===== src/rtl/core/assert_macros.svh =====
// Assertion helpers shared by the RTL.
// Each check is sampled on the rising clock edge and disabled while reset is low.
`ifndef ASSERT_MACROS_SVH
`define ASSERT_MACROS_SVH

`ifndef SYNTHESIS

// Property must hold on every sampled edge out of reset
`define ASSERT_PROP(lbl, clk, rst_n, prop) \
    lbl: assert property (@(posedge clk) disable iff (!rst_n) (prop)) \
        else $error("assertion failed");

// Condition must never be seen out of reset
`define ASSERT_NEVER(lbl, clk, rst_n, cond) \
    `ASSERT_PROP(lbl, clk, rst_n, !(cond))

`else

`define ASSERT_PROP(lbl, clk, rst_n, prop)
`define ASSERT_NEVER(lbl, clk, rst_n, cond)

`endif

`endif


===== src/rtl/core/hrp_pkg.sv =====
`timescale 1ns / 1ps

package hrp_pkg;

    // Result kinds
    localparam logic [1:0] KIND_DATA  = 2'd0;
    localparam logic [1:0] KIND_OK    = 2'd1;
    localparam logic [1:0] KIND_EOF   = 2'd2;
    localparam logic [1:0] KIND_ERROR = 2'd3;

    // Error codes
    localparam logic [2:0] ERR_NONE      = 3'd0;
    localparam logic [2:0] ERR_START     = 3'd1;
    localparam logic [2:0] ERR_CHECKSUM  = 3'd2;
    localparam logic [2:0] ERR_TYPE      = 3'd3;
    localparam logic [2:0] ERR_NOT_HEX   = 3'd4;

    // Record types
    localparam logic [7:0] REC_DATA    = 8'h00;
    localparam logic [7:0] REC_EOF     = 8'h01;
    localparam logic [7:0] REC_SEGMENT = 8'h02;

    // Characters
    localparam logic [7:0] CHAR_COLON = 8'h3A;

    localparam int ADDR_W = 21;

    // Classified input character
    typedef struct packed {
        logic       is_space;
        logic       is_colon;
        logic       is_hex;
        logic [3:0] nibble;
    } t_char_class;

endpackage


===== src/rtl/core/hrp_if.sv =====
`timescale 1ns / 1ps

// Character channel
interface hrp_in_if;
    logic       valid;
    logic       ready;
    logic [7:0] char_in;

    modport source (output valid, output char_in, input ready);
    modport sink   (input valid, input char_in, output ready);
endinterface

// Result channel
interface hrp_out_if;
    logic        valid;
    logic        ready;
    logic [1:0]  kind;
    logic [20:0] byte_address;
    logic [7:0]  byte_value;
    logic [2:0]  error_code;

    modport source (output valid, output kind, output byte_address,
                    output byte_value, output error_code, input ready);
    modport sink   (input valid, input kind, input byte_address,
                    input byte_value, input error_code, output ready);
endinterface


===== src/rtl/core/hrp_char_decode.sv =====
`timescale 1ns / 1ps

// Classifies one ASCII character: whitespace, record mark, hex digit value.
module hrp_char_decode (
    input  logic [7:0]           i_char,
    output hrp_pkg::t_char_class o_class
);

    always_comb begin
        o_class          = '0;
        o_class.is_space = i_char inside {8'h20, [8'h09:8'h0D]};
        o_class.is_colon = (i_char == hrp_pkg::CHAR_COLON);
        case (i_char) inside
            [8'h30:8'h39]: begin
                o_class.is_hex = 1'b1;
                o_class.nibble = i_char[3:0];
            end
            [8'h41:8'h46], [8'h61:8'h66]: begin
                // 'A'..'F' and 'a'..'f': low bits 1..6 map to 10..15
                o_class.is_hex = 1'b1;
                o_class.nibble = i_char[3:0] + 4'd9;
            end
            default: begin
                o_class.is_hex = 1'b0;
                o_class.nibble = 4'd0;
            end
        endcase
    end

endmodule


===== src/rtl/core/hex_record_parser.sv =====
`timescale 1ns / 1ps
`include "assert_macros.svh"

// Intel HEX record parser.
// i_in carries one ASCII character per word; o_out carries at most one result
// word per character: a tentative data byte with its absolute address, a
// record accepted status, end of file, or an error with its code.
// Whitespace produces no result. After end of file or any error, characters
// are still taken but ignored until reset.
// A taken character is classified into the input register, then parsed into the
// result register that drives o_out, once the result slot is free.
// Throughput: one character per cycle while o_out takes results; parser state is one
// register set updated by a single pass of logic per word.
// When o_out stalls, the result register holds and the input register fills;
// i_in.ready then drops until o_out takes the pending word.
// Reset (i_rst_n low, synchronous) clears both registers' valid flags and all
// parser state: segment base zero, waiting for ':'.
module hex_record_parser (
    input  logic      i_clk,
    input  logic      i_rst_n,
    hrp_in_if.sink    i_in,
    hrp_out_if.source o_out
);

    // Parser phases
    localparam logic [2:0] PH_START  = 3'd0;
    localparam logic [2:0] PH_COUNT  = 3'd1;
    localparam logic [2:0] PH_OFFSET = 3'd2;
    localparam logic [2:0] PH_TYPE   = 3'd3;
    localparam logic [2:0] PH_DATA   = 3'd4;
    localparam logic [2:0] PH_SUM    = 3'd5;

    hrp_pkg::t_char_class w_class;
    hrp_pkg::t_char_class r_class;
    logic                 r_in_vld;
    logic                 w_advance;

    logic [2:0]  r_phase, n_phase;
    logic        r_low_nibble_next, n_low_nibble_next;
    logic [3:0]  r_high_nibble, n_high_nibble;
    logic [1:0]  r_digit_idx, n_digit_idx;
    logic [7:0]  r_rec_len, n_rec_len;
    logic [7:0]  r_bytes_seen, n_bytes_seen;
    logic [15:0] r_rec_offset, n_rec_offset;
    logic [7:0]  r_rec_type, n_rec_type;
    logic [7:0]  r_sum, n_sum;
    logic [15:0] r_first_two, n_first_two;
    logic [15:0] r_seg_base, n_seg_base;
    logic        r_stopped, n_stopped;

    logic        w_res_vld;
    logic [1:0]  w_kind;
    logic [20:0] w_addr;
    logic [7:0]  w_value;
    logic [2:0]  w_err;
    logic [7:0]  w_byte;
    logic [7:0]  w_sum_b;
    logic [7:0]  w_seen_inc;

    logic        r_out_vld;
    logic [1:0]  r_kind;
    logic [20:0] r_addr;
    logic [7:0]  r_value;
    logic [2:0]  r_err;

    hrp_char_decode u_decode (
        .i_char  (i_in.char_in),
        .o_class (w_class)
    );

    // Pipeline flow: parse stage moves when the result slot is free
    assign w_advance  = !r_out_vld || o_out.ready;
    assign i_in.ready = !r_in_vld || w_advance;

    // Input register
    always_ff @(posedge i_clk) begin
        if (!i_rst_n) begin
            r_in_vld <= 1'b0;
        end else if (i_in.ready) begin
            r_in_vld <= i_in.valid;
        end
    end

    always_ff @(posedge i_clk) begin
        if (i_in.ready && i_in.valid) begin
            r_class <= w_class;
        end
    end

    assign w_byte     = {r_high_nibble, r_class.nibble};
    assign w_sum_b    = r_sum + w_byte;
    assign w_seen_inc = r_bytes_seen + 8'd1;

    // Parse step
    always_comb begin
        n_phase           = r_phase;
        n_low_nibble_next = r_low_nibble_next;
        n_high_nibble     = r_high_nibble;
        n_digit_idx       = r_digit_idx;
        n_rec_len         = r_rec_len;
        n_bytes_seen      = r_bytes_seen;
        n_rec_offset      = r_rec_offset;
        n_rec_type        = r_rec_type;
        n_sum             = r_sum;
        n_first_two       = r_first_two;
        n_seg_base        = r_seg_base;
        n_stopped         = r_stopped;
        w_res_vld         = 1'b0;
        w_kind            = hrp_pkg::KIND_DATA;
        w_addr            = '0;
        w_value           = '0;
        w_err             = hrp_pkg::ERR_NONE;

        if (r_in_vld && w_advance && !r_stopped && !r_class.is_space) begin
            if (r_phase == PH_START) begin
                if (!r_class.is_colon) begin
                    n_stopped = 1'b1;
                    w_res_vld = 1'b1;
                    w_kind    = hrp_pkg::KIND_ERROR;
                    w_err     = hrp_pkg::ERR_START;
                end else begin
                    n_phase           = PH_COUNT;
                    n_low_nibble_next = 1'b0;
                    n_high_nibble     = '0;
                    n_digit_idx       = '0;
                    n_rec_len         = '0;
                    n_bytes_seen      = '0;
                    n_rec_offset      = '0;
                    n_rec_type        = '0;
                    n_sum             = '0;
                    n_first_two       = '0;
                end
            end else if (!r_class.is_hex) begin
                n_stopped = 1'b1;
                w_res_vld = 1'b1;
                w_kind    = hrp_pkg::KIND_ERROR;
                w_err     = hrp_pkg::ERR_NOT_HEX;
            end else if (r_phase == PH_OFFSET) begin
                // offset digits shift in; each completed byte joins the sum
                n_rec_offset = {r_rec_offset[11:0], r_class.nibble};
                if (r_digit_idx[0]) begin
                    n_sum = r_sum + {r_rec_offset[3:0], r_class.nibble};
                end
                if (r_digit_idx == 2'd3) begin
                    n_digit_idx = '0;
                    n_phase     = PH_TYPE;
                end else begin
                    n_digit_idx = r_digit_idx + 2'd1;
                end
            end else if (!r_low_nibble_next) begin
                n_high_nibble     = r_class.nibble;
                n_low_nibble_next = 1'b1;
            end else begin
                n_low_nibble_next = 1'b0;
                n_sum             = w_sum_b;
                case (r_phase)
                    PH_COUNT: begin
                        n_rec_len   = w_byte;
                        n_phase     = PH_OFFSET;
                        n_digit_idx = '0;
                    end
                    PH_TYPE: begin
                        n_rec_type = w_byte;
                        n_phase    = (r_rec_len != 8'd0) ? PH_DATA : PH_SUM;
                    end
                    PH_DATA: begin
                        if (r_bytes_seen == 8'd0) begin
                            n_first_two[15:8] = w_byte;
                        end else if (r_bytes_seen == 8'd1) begin
                            n_first_two[7:0] = w_byte;
                        end
                        if (r_rec_type == hrp_pkg::REC_DATA) begin
                            w_res_vld = 1'b1;
                            w_kind    = hrp_pkg::KIND_DATA;
                            w_addr    = 21'({r_seg_base, 4'd0}) + 21'(r_rec_offset)
                                        + 21'(r_bytes_seen);
                            w_value   = w_byte;
                        end
                        n_bytes_seen = w_seen_inc;
                        if (w_seen_inc == r_rec_len) begin
                            n_phase = PH_SUM;
                        end
                    end
                    PH_SUM: begin
                        w_res_vld = 1'b1;
                        if (w_sum_b != 8'd0) begin
                            n_stopped = 1'b1;
                            w_kind    = hrp_pkg::KIND_ERROR;
                            w_err     = hrp_pkg::ERR_CHECKSUM;
                        end else begin
                            n_phase = PH_START;
                            case (r_rec_type)
                                hrp_pkg::REC_DATA: begin
                                    w_kind = hrp_pkg::KIND_OK;
                                end
                                hrp_pkg::REC_EOF: begin
                                    n_stopped = 1'b1;
                                    w_kind    = hrp_pkg::KIND_EOF;
                                end
                                hrp_pkg::REC_SEGMENT: begin
                                    n_seg_base = r_first_two;
                                    w_kind     = hrp_pkg::KIND_OK;
                                end
                                default: begin
                                    n_stopped = 1'b1;
                                    w_kind    = hrp_pkg::KIND_ERROR;
                                    w_err     = hrp_pkg::ERR_TYPE;
                                end
                            endcase
                        end
                    end
                    default: begin
                        // undefined phase code: fall back to record start
                        n_phase = PH_START;
                    end
                endcase
            end
        end
    end

    // Parser state
    always_ff @(posedge i_clk) begin
        if (!i_rst_n) begin
            r_phase           <= PH_START;
            r_low_nibble_next <= 1'b0;
            r_high_nibble     <= '0;
            r_digit_idx       <= '0;
            r_rec_len         <= '0;
            r_bytes_seen      <= '0;
            r_rec_offset      <= '0;
            r_rec_type        <= '0;
            r_sum             <= '0;
            r_first_two       <= '0;
            r_seg_base        <= '0;
            r_stopped         <= 1'b0;
        end else begin
            r_phase           <= n_phase;
            r_low_nibble_next <= n_low_nibble_next;
            r_high_nibble     <= n_high_nibble;
            r_digit_idx       <= n_digit_idx;
            r_rec_len         <= n_rec_len;
            r_bytes_seen      <= n_bytes_seen;
            r_rec_offset      <= n_rec_offset;
            r_rec_type        <= n_rec_type;
            r_sum             <= n_sum;
            r_first_two       <= n_first_two;
            r_seg_base        <= n_seg_base;
            r_stopped         <= n_stopped;
        end
    end

    // Result register
    always_ff @(posedge i_clk) begin
        if (!i_rst_n) begin
            r_out_vld <= 1'b0;
        end else if (w_advance) begin
            r_out_vld <= w_res_vld;
        end
    end

    always_ff @(posedge i_clk) begin
        if (w_advance && w_res_vld) begin
            r_kind  <= w_kind;
            r_addr  <= w_addr;
            r_value <= w_value;
            r_err   <= w_err;
        end
    end

    assign o_out.valid        = r_out_vld;
    assign o_out.kind         = r_kind;
    assign o_out.byte_address = r_addr;
    assign o_out.byte_value   = r_value;
    assign o_out.error_code   = r_err;

    // Checks
    `ASSERT_PROP(a_quiet_after_stop, i_clk, i_rst_n,
        (r_stopped && !(r_out_vld && !o_out.ready)) |=> !r_out_vld)
    `ASSERT_PROP(a_error_stops, i_clk, i_rst_n,
        (r_out_vld && r_kind == hrp_pkg::KIND_ERROR) |-> r_stopped)
    `ASSERT_PROP(a_status_no_payload, i_clk, i_rst_n,
        (r_out_vld && r_kind != hrp_pkg::KIND_DATA) |-> (r_addr == '0 && r_value == '0))
    `ASSERT_NEVER(a_nibble_phase, i_clk, i_rst_n,
        r_low_nibble_next && (r_phase == PH_START || r_phase == PH_OFFSET))

endmodule


===== src/flat_wrapper.sv =====
// flat-port wrapper written by rule: the top's interface ports become plain ports
module hex_record_parser_flat 
  (i_clk, i_rst_n, i_in_valid, i_in_char_in, i_in_ready, o_out_valid, o_out_kind, o_out_byte_address, o_out_byte_value, o_out_error_code, o_out_ready);
  hrp_in_if i_in_i ();
  hrp_out_if o_out_i ();
  input  logic i_clk;
  input  logic i_rst_n;
  input wire logic [$bits(i_in_i.valid)-1:0] i_in_valid;
  input wire logic [$bits(i_in_i.char_in)-1:0] i_in_char_in;
  output wire logic [$bits(i_in_i.ready)-1:0] i_in_ready;
  output wire logic [$bits(o_out_i.valid)-1:0] o_out_valid;
  output wire logic [$bits(o_out_i.kind)-1:0] o_out_kind;
  output wire logic [$bits(o_out_i.byte_address)-1:0] o_out_byte_address;
  output wire logic [$bits(o_out_i.byte_value)-1:0] o_out_byte_value;
  output wire logic [$bits(o_out_i.error_code)-1:0] o_out_error_code;
  input wire logic [$bits(o_out_i.ready)-1:0] o_out_ready;
  assign i_in_i.valid = i_in_valid;
  assign i_in_i.char_in = i_in_char_in;
  assign i_in_ready = i_in_i.ready;
  assign o_out_valid = o_out_i.valid;
  assign o_out_kind = o_out_i.kind;
  assign o_out_byte_address = o_out_i.byte_address;
  assign o_out_byte_value = o_out_i.byte_value;
  assign o_out_error_code = o_out_i.error_code;
  assign o_out_i.ready = o_out_ready;
  hex_record_parser u_core (.i_clk(i_clk), .i_rst_n(i_rst_n), .i_in(i_in_i), .o_out(o_out_i));
endmodule

===== config.mk =====
export PLATFORM = sky130hd
export DESIGN_NAME = hex_record_parser_flat
export DESIGN_NICKNAME = d
export VERILOG_FILES = /design/src/rtl/core/hrp_pkg.sv /design/src/rtl/core/hrp_if.sv /design/src/rtl/core/hrp_char_decode.sv /design/src/rtl/core/hex_record_parser.sv /design/src/flat_wrapper.sv
export VERILOG_INCLUDE_DIRS = /design/src /design/src/rtl/core
export SDC_FILE = /design/constraint.sdc
export NUM_CORES = 1
export LEC_CHECK = 0
export BUFFER_PORTS_ARGS = -buffer_cell sky130_fd_sc_hd__clkbuf_2
export CORE_AREA = 10 10 183 185
export DETAILED_ROUTE_END_ITERATION = 8
export DIE_AREA = 0 0 193 195
export GPL_ROUTABILITY_DRIVEN = 0
export PLACE_DENSITY_LB_ADDON = 0.1
export SLEW_MARGIN = 20
export SYNTH_ARGS = -nofsm -noshare
export SYNTH_HDL_FRONTEND = slang
export SYNTH_SLANG_ARGS = --single-unit

===== constraint.sdc =====
create_clock -name i_clk -period 9.4 [get_ports i_clk]
set_clock_uncertainty 0.15 [all_clocks]
set_input_delay 0.47 -clock i_clk [delete_from_list [all_inputs] [get_ports i_clk]]
set_output_delay 0.47 -clock i_clk [all_outputs]
set_load 0.02 [all_outputs]

== After elaboration in Yosys (flattened, before gate mapping) ==
Cells that the tools add are included.

* Bits in registers: 134
* Input bits: 12
* Output and inout bits: 36
* Word-level logic and storage cells: 213

* $add $sub $neg: 7
* Order comparisons: 8
* Eq/ne operators: 25
* Muxes and demuxes: 94
* Bitwise operators: 8
* Reduce and logical (&&, ||, !) cells: 48

{| class="wikitable"
|+ Operator list
! cell !! count
|-
| 8-bit 2-to-1 mux || 24
|-
| 16-bit 2-to-1 mux || 9
|-
| 3-bit 2-to-1 mux || 14
|-
| 2-bit 2-to-1 mux || 15
|-
| 4-bit 2-to-1 mux || 6
|-
| 6-bit AND reduction || 4
|-
| 1-bit 2-to-1 mux || 22
|-
| 20-bit by 16-bit adder with 21-bit output || 1
|-
| 21-bit by 8-bit adder with 21-bit output || 1
|-
| 2-bit nonzero test || 9
|-
| 8-bit adder || 2
|-
| 8-bit by 1-bit == test with 1-bit output, second input constant || 2
|-
| 8-bit by 6-bit == test with 1-bit output, second input constant || 2
|-
| 8-bit by 7-bit greater-or-equal comparator with 1-bit output, second input constant || 2
|-
| 8-bit by 7-bit less-or-equal comparator with 1-bit output, second input constant || 2
|-
| 8-bit zero test || 2
|-
| 8-bit AND reduction || 2
|-
| 8-bit nonzero test || 2
|-
| 5-bit AND reduction || 3
|-
| 7-bit AND reduction || 2
|-
| 3-bit case mux with 4 select lines || 1
|-
| 1-bit logical AND || 9
|-
| 3-bit != test, second input constant || 3
|-
| 8-bit by 1-bit adder with 8-bit output, second input constant || 1
|-
| 31 further kinds || 50
|}

== Depth between registers and ports, before layout ==
* Depth after elaboration: 9
* Gate-level depth with buffers: 11
* Gate-level depth less buffers: 11

== Modules after synthesis ==
Synthesis repeated with hierarchy kept, for this count alone.

* Cell total of the unflattened synthesis: 804
* Area total of the unflattened synthesis: 7,468.4 sq um

{| class="wikitable"
|+ Modules (own cells, without submodules)
! module !! times used !! cells an instance !! area an instance (sq um) !! seq. area each (sq um)
|-
| hex_record_parser || 1 || 770 || 7,204.4 || 3,093.0
|-
| hrp_char_decode || 1 || 34 || 264.0 || 0.0
|}

== Worst setup path before layout ==
Ideal clock, no wire load.

* Kind: reg2reg
* Start point: register u_core.r_class[0] (netlist bit)
* End point: register u_core.r_seg_base[0]
* Library setup time: 0.072 ns
* Data arrival time: 2.805 ns
* Data required time: 9.178 ns
* Path slack: 6.374 ns
* Cell stages (with the launch flop): 12
* Buffers on the path: 1
* Period minus slack after synthesis: 3.026 ns
* Cells stage by stage: edfxtp_1 > ha_1 > inv_1 > fa_1 > nand2b_1 > a21oi_1 > xnor2_1 > nor4bb_1 > nand3_1 > nor2_2 > buf_4 > mux2i_1

* Cells in the longest elaborated chain, start to end: 4

{| class="wikitable"
|+ RTL lines
! item !! RTL line !! text
|-
| from (decl) || hex_record_parser.sv:34 || <nowiki>hrp_pkg::t_char_class r_class;</nowiki>
|-
| from (signal assigned) || hex_record_parser.sv:86 || <nowiki>r_class <= w_class;</nowiki>
|-
| 8-bit adder || hex_record_parser.sv:91 || <nowiki>assign w_sum_b = r_sum + w_byte;</nowiki>
|-
| 8-bit nonzero test || hex_record_parser.sv:186 || <nowiki>if (w_sum_b != 8'd0) begin</nowiki>
|-
| 1-bit NOT (no line) || n/a ||
|-
| 8-bit AND reduction (no line) || n/a ||
|-
| to (signal assigned) || hex_record_parser.sv:247 || <nowiki>r_seg_base <= n_seg_base;</nowiki>
|-
| to (decl) || hex_record_parser.sv:48 || <nowiki>logic [15:0] r_seg_base, n_seg_base;</nowiki>
|}

Every way passes these cells.
A chain may end at the register's enable or synchronous reset.

== Final worst setup path ==
* Start point: register u_core.r_class[0] (netlist bit)
* End point: register u_core.r_seg_base[12]

The elaborated chain is that of the path after synthesis.

==> impl_table.tex <==
\begin{tabular}{lr}
\hline
Metric & Value \\
\hline
\multicolumn{2}{l}{\textbf{Final layout}} \\
\quad Post-route non-filler standard cell count & 1238 \\
\quad Share of the core filled with cells & between 20\% and 30\% \\
\quad Layout overhead on the synthesized area & 17.8\% \\
\quad Filler Cells Inserted & around 3200 \\
\quad Net count, final & between 800 and 900 \\
\quad Final design instance area without fill & 8630 µm² \\
\quad Fraction of layout cells with a size suffix above 1 & 11.7\% \\
\multicolumn{2}{l}{\textbf{Die}} \\
\quad Total I/O pin count & 48 \\
\quad Number of core rows & 64 \\
\quad Floorplan die height & between 150 and 200 µm \\
\quad Width of the die & between 150 and 200 µm \\
\quad Area of the placeable core & around 30000 µm² \\
\quad Initial core utilization & about a quarter \\
\quad Die area & 37600 µm² \\
\multicolumn{2}{l}{\textbf{Timing}} \\
\quad Tmin final & roughly 3.5 ns \\
\quad Final count of pins violating max slew & 0 \\
\quad Setup violation total in the final timing report & 0 \\
\quad Remaining max-slew budget at the tightest pin & a little under a third \\
\quad Hold violation total from the final report & 0 \\
\quad Part of the cycle the worst path needs & approximately 37\% \\
\quad Transition time at the pin with the least slew margin & roughly 1.0 ns \\
\quad Unrepaired setup endpoints after global routing & no \\
\quad Highest clock rate & between 0.2 and 0.3 GHz \\
\quad Summed negative setup slack over all endpoints & 0 ns \\
\multicolumn{2}{l}{\textbf{Clock tree}} \\
\quad Number of gates given a new drive strength after cts & 0 \\
\quad Clock Latency Late Sink & approximately 0.42 ns \\
\quad Hold buffer count at cts & 0 \\
\quad Master cell of the clock root buffer & sky130\_fd\_sc\_hd\_\_clkbuf\_16 \\
\quad CTS buffer count & 17 \\
\quad Total number of H-tree levels & 4 \\
\quad CTS clk-pin slew, worst paths & 0.07 ns \\
\quad TritonCTS clock tree & done \\
\quad Maximum count of clock buffers along a single path & 2 \\
\quad Sink Count & roughly 130 \\
\quad \# Post-CTS Setup Buffers & 0 \\
\multicolumn{2}{l}{\textbf{Routing}} \\
\quad TritonRoute pass-1 iters & 4 \\
\quad Detailed-route wire length & $\sim$21000 µm \\
\quad Average wire per cell in the routed design & between 15 and 20 µm \\
\quad Detailed-route vias per instance & around 4.5 \\
\quad Initial DRC count & 270 \\
\quad Vias & around 5600 \\
\quad Number of remaining DRC errors & 0 \\
\quad Routed Antenna Nets & 0 \\
\multicolumn{2}{l}{\textbf{Run}} \\
\quad Max Cap Viol & 0 \\
\multicolumn{2}{l}{\textbf{Critical path}} \\
\quad Class of the most critical setup path & reg -> reg \\
\quad WP data required & between 9 and 10 ns \\
\quad Max Fanout on Critical Path & 16 \\
\quad Arrival time of the worst setup path & 3.68 ns \\
\quad Startpoint types & flop \\
\quad Capturing element type of the critical path & flop \\
\multicolumn{2}{l}{\textbf{Placement}} \\
\quad Post-detail-place hpwl & between 10000 and 15000 µm \\
\quad Placed standard-cell area & a little under 8000 µm² \\
\quad Cell Count Post-Placement & 1204 \\
\quad Count of port buffers added during placement & 47 \\
\multicolumn{2}{l}{\textbf{Global route}} \\
\quad Tot GR Track Use & between 10\% and 20\% \\
\quad Via count of the first global-routing pass & just under 6000 \\
\quad Global-route wire length before repair & between 30000 and 40000 µm \\
\quad Overall overflow remaining after global route & 0 \\
\quad Pin count of the biggest net entering global routing & 75 \\
\quad Initial antenna violation count & 0 \\
\multicolumn{2}{l}{\textbf{Yosys}} \\
\quad Sequential element share of the synthesized area & approximately 42\% \\
\quad Nets in the synthesized netlist & approximately 860 \\
\quad Count of synthesis-stage warnings from yosys & 0 \\
\quad Ranking of synthesized cells by area & sky130\_fd\_sc\_hd\_\_dfxtp\_1 (25\%), sky130\_fd\_sc\_hd\_\_edfxtp\_1 (17\%), sky130\_fd\_sc\_hd\_\_mux2i\_1 (8.1\%), sky130\_fd\_sc\_hd\_\_ha\_1 (8.0\%), sky130\_fd\_sc\_hd\_\_nor2\_1 (5.5\%) \\
\quad Count of cell types in the netlist & 67 \\
\quad Cell type with the highest aggregate area in the netlist & sky130\_fd\_sc\_hd\_\_dfxtp\_1 \\
\quad Syn Area/Cell & $\sim$9.2 µm² \\
\quad Area share of the leading cell type in the synthesized netlist & 25.4\% \\
\quad Count of mapped cells out of synthesis & 794 \\
\quad Proportion of synthesized flip-flops having asynchronous set or reset & 0\% \\
\quad Synthesis-stage register bit count & between 100 and 150 \\
\quad Most frequently used flop master after synthesis & sky130\_fd\_sc\_hd\_\_dfxtp\_1 \\
\quad Netlist Area Pre-Place & 7330 µm² \\
\quad Number of enable flip-flop cells after synthesis & 41 \\
\multicolumn{2}{l}{\textbf{Power and ir drop}} \\
\quad Total power density per cell area & $\sim$170 nW/µm² \\
\quad Highest ir drop seen on vdd & 0.121 mV \\
\quad Static Leak & 3.32 nW \\
\quad Power, Total & 1.44 mW \\
\multicolumn{2}{l}{\textbf{Min path}} \\
\quad Min-Delay Path Class & in -> reg \\
\multicolumn{2}{l}{\textbf{Outcome}} \\
\quad Status & complete, no violations \\
\hline
\end{tabular}
registers in the layout (all words and copies together), names as in the netlist, 3 cells and up:
signal                     cells
u_core.o_out.byte_value        8
u_core.r_sum                   8
u_core.r_rec_len               8
u_core.o_out.error_code        3
u_core.r_seg_base             16
u_core.o_out.byte_address     21
u_core.r_rec_type              8
u_core.r_first_two            16
u_core.r_high_nibble           4
u_core.r_class                 7
u_core.r_rec_offset           16
u_core.r_bytes_seen            8
u_core.r_phase                 3
layer usage:
| metal | track usage (%) | vias to the layer above | wire (µm) | share of wire (%) |
|---|---|---|---|---|
| met2 | 18.4 | 71 | 9810 | 47 |
| li1 | - | 2872 | - | - |
| met5 | 0 | - | 0 | 0 |
| met3 | 2.28 | 16 | 772 | 3.7 |
| met1 | 14.6 | 2664 | 9790 | 47 |
| met4 | 3.62 | 0 | 294 | 1.4 |
where the power goes:
group | internal (mW) | switching, mW
logic | 0.0162 | 0.0436
clock network | 0.501 | 0.276
registers | 0.600 | 0.00514
total | 1.12 | 0.325
synth_stat cells, types with 2 or more instances:
| library cell | instances |
|---|---|
| sky130_fd_sc_hd__xnor2_1 | 21 |
| sky130_fd_sc_hd__inv_1 | 20 |
| sky130_fd_sc_hd__or3_1 | 6 |
| sky130_fd_sc_hd__nand3_1 | 26 |
| sky130_fd_sc_hd__nand3b_1 | 3 |
| sky130_fd_sc_hd__nor3_2 | 2 |
| sky130_fd_sc_hd__ha_1 | 47 |
| sky130_fd_sc_hd__nor3_1 | 11 |
| sky130_fd_sc_hd__o21bai_1 | 4 |
| sky130_fd_sc_hd__nor2_1 | 108 |
| sky130_fd_sc_hd__o2111ai_1 | 2 |
| sky130_fd_sc_hd__nor2_2 | 2 |
| sky130_fd_sc_hd__buf_1 | 2 |
| sky130_fd_sc_hd__and2_1 | 20 |
| sky130_fd_sc_hd__buf_6 | 2 |
| sky130_fd_sc_hd__nand2b_1 | 11 |
| sky130_fd_sc_hd__a211oi_1 | 6 |
| sky130_fd_sc_hd__mux2i_1 | 59 |
| sky130_fd_sc_hd__a21o_1 | 14 |
| sky130_fd_sc_hd__nand2_1 | 81 |
| sky130_fd_sc_hd__fa_1 | 6 |
| sky130_fd_sc_hd__a21oi_1 | 56 |
| sky130_fd_sc_hd__clkbuf_1 | 31 |
| sky130_fd_sc_hd__a31oi_1 | 6 |
| sky130_fd_sc_hd__nor4_1 | 5 |
| sky130_fd_sc_hd__edfxtp_1 | 41 |
| sky130_fd_sc_hd__o31ai_1 | 4 |
| sky130_fd_sc_hd__dfxtp_1 | 93 |
| sky130_fd_sc_hd__and3_1 | 6 |
| sky130_fd_sc_hd__o211ai_1 | 2 |
| sky130_fd_sc_hd__nand4_1 | 2 |
| sky130_fd_sc_hd__o21ai_0 | 28 |
| sky130_fd_sc_hd__o22ai_1 | 2 |
| sky130_fd_sc_hd__nand4b_1 | 2 |
| sky130_fd_sc_hd__nor4b_1 | 3 |
| sky130_fd_sc_hd__a2bb2oi_1 | 2 |
| sky130_fd_sc_hd__nor2b_1 | 8 |
| sky130_fd_sc_hd__or4_1 | 6 |
| sky130_fd_sc_hd__o21a_1 | 4 |
| sky130_fd_sc_hd__xor2_1 | 13 |
path summary, 6_finish.rpt:
kind / slack, ns / cells after the start / end / startpoint
worst max-delay path: 5.91 / 10 / u_core.r_seg_base[12] / u_core.r_class[0]
worst min-delay path: 0.12 / 3 / u_core.r_in_vld / i_in_valid
worst max register to register: 5.91 / 10 / u_core.r_seg_base[12] / u_core.r_class[0]
worst min register to register: 0.31 / 2 / u_core.r_rec_offset[15] / u_core.r_rec_offset[15]
final cells by class:
cell class,instances,area [µm²],share of cell area (%)
Inverter,20,76.3,0.885
Clock buffer,18,429,4.97
Sequential cell,134,3090,35.8
Antenna cell,2,5.00,0.0580
Multi-Input combinational cell,603,4020,46.5
Timing Repair Buffer,51,265,3.07
Clock inverter,14,248,2.87
Tap cell,396,495,5.74
critical path: stages, from the launching register on:
cell,delay (ns)
sky130_fd_sc_hd__edfxtp_1,0.37
sky130_fd_sc_hd__ha_1,0.17
sky130_fd_sc_hd__inv_1,0.06
sky130_fd_sc_hd__fa_1,0.38
sky130_fd_sc_hd__nand2b_1,0.15
sky130_fd_sc_hd__a21oi_1,0.35
sky130_fd_sc_hd__xnor2_1,0.19
sky130_fd_sc_hd__nor4bb_1,0.40
sky130_fd_sc_hd__nand3_1,0.30
sky130_fd_sc_hd__nor2_4,0.62
sky130_fd_sc_hd__mux2i_1,0.26
placed cells by master (no fill, tap or decap), drive strengths merged, types with 21 or more instances in the layout:
cell type,n
xnor2,21
edfxtp,41
nor2,110
dfxtp,93
inv,21
mux2i,59
nand3,27
nand2,82
and2,21
a21oi,57
o21ai,29
clkbuf,65
ha,47
cell families (layout without fill, tap and decap cells):
group | count (synthesis) | in the layout | share of synthesized area (%)
AO/OA/AOI/OAI | 145 | 145 | 12.5
XOR/XNOR | 34 | 34 | 4.06
adder cells (fa/ha/maj) | 53 | 53 | 9.67
buffers and inverters | 57 | 103 | 3.19
flip-flops | 134 | 134 | 42.2
multiplexers | 59 | 59 | 8.06
other | 0 | 2 | 0
AND/OR/NAND/NOR | 312 | 312 | 20.3
through the flow:
step	hold slack (ns)	worst slack, ns
global placement	0.298	5.75
CTS	0.106	5.86
floorplan	0.285	6.37
finish	0.119	5.91
detailed placement	0.298	5.87
global route	0.149	5.65
No activity file was read; power rests on OpenSTA's default activity.
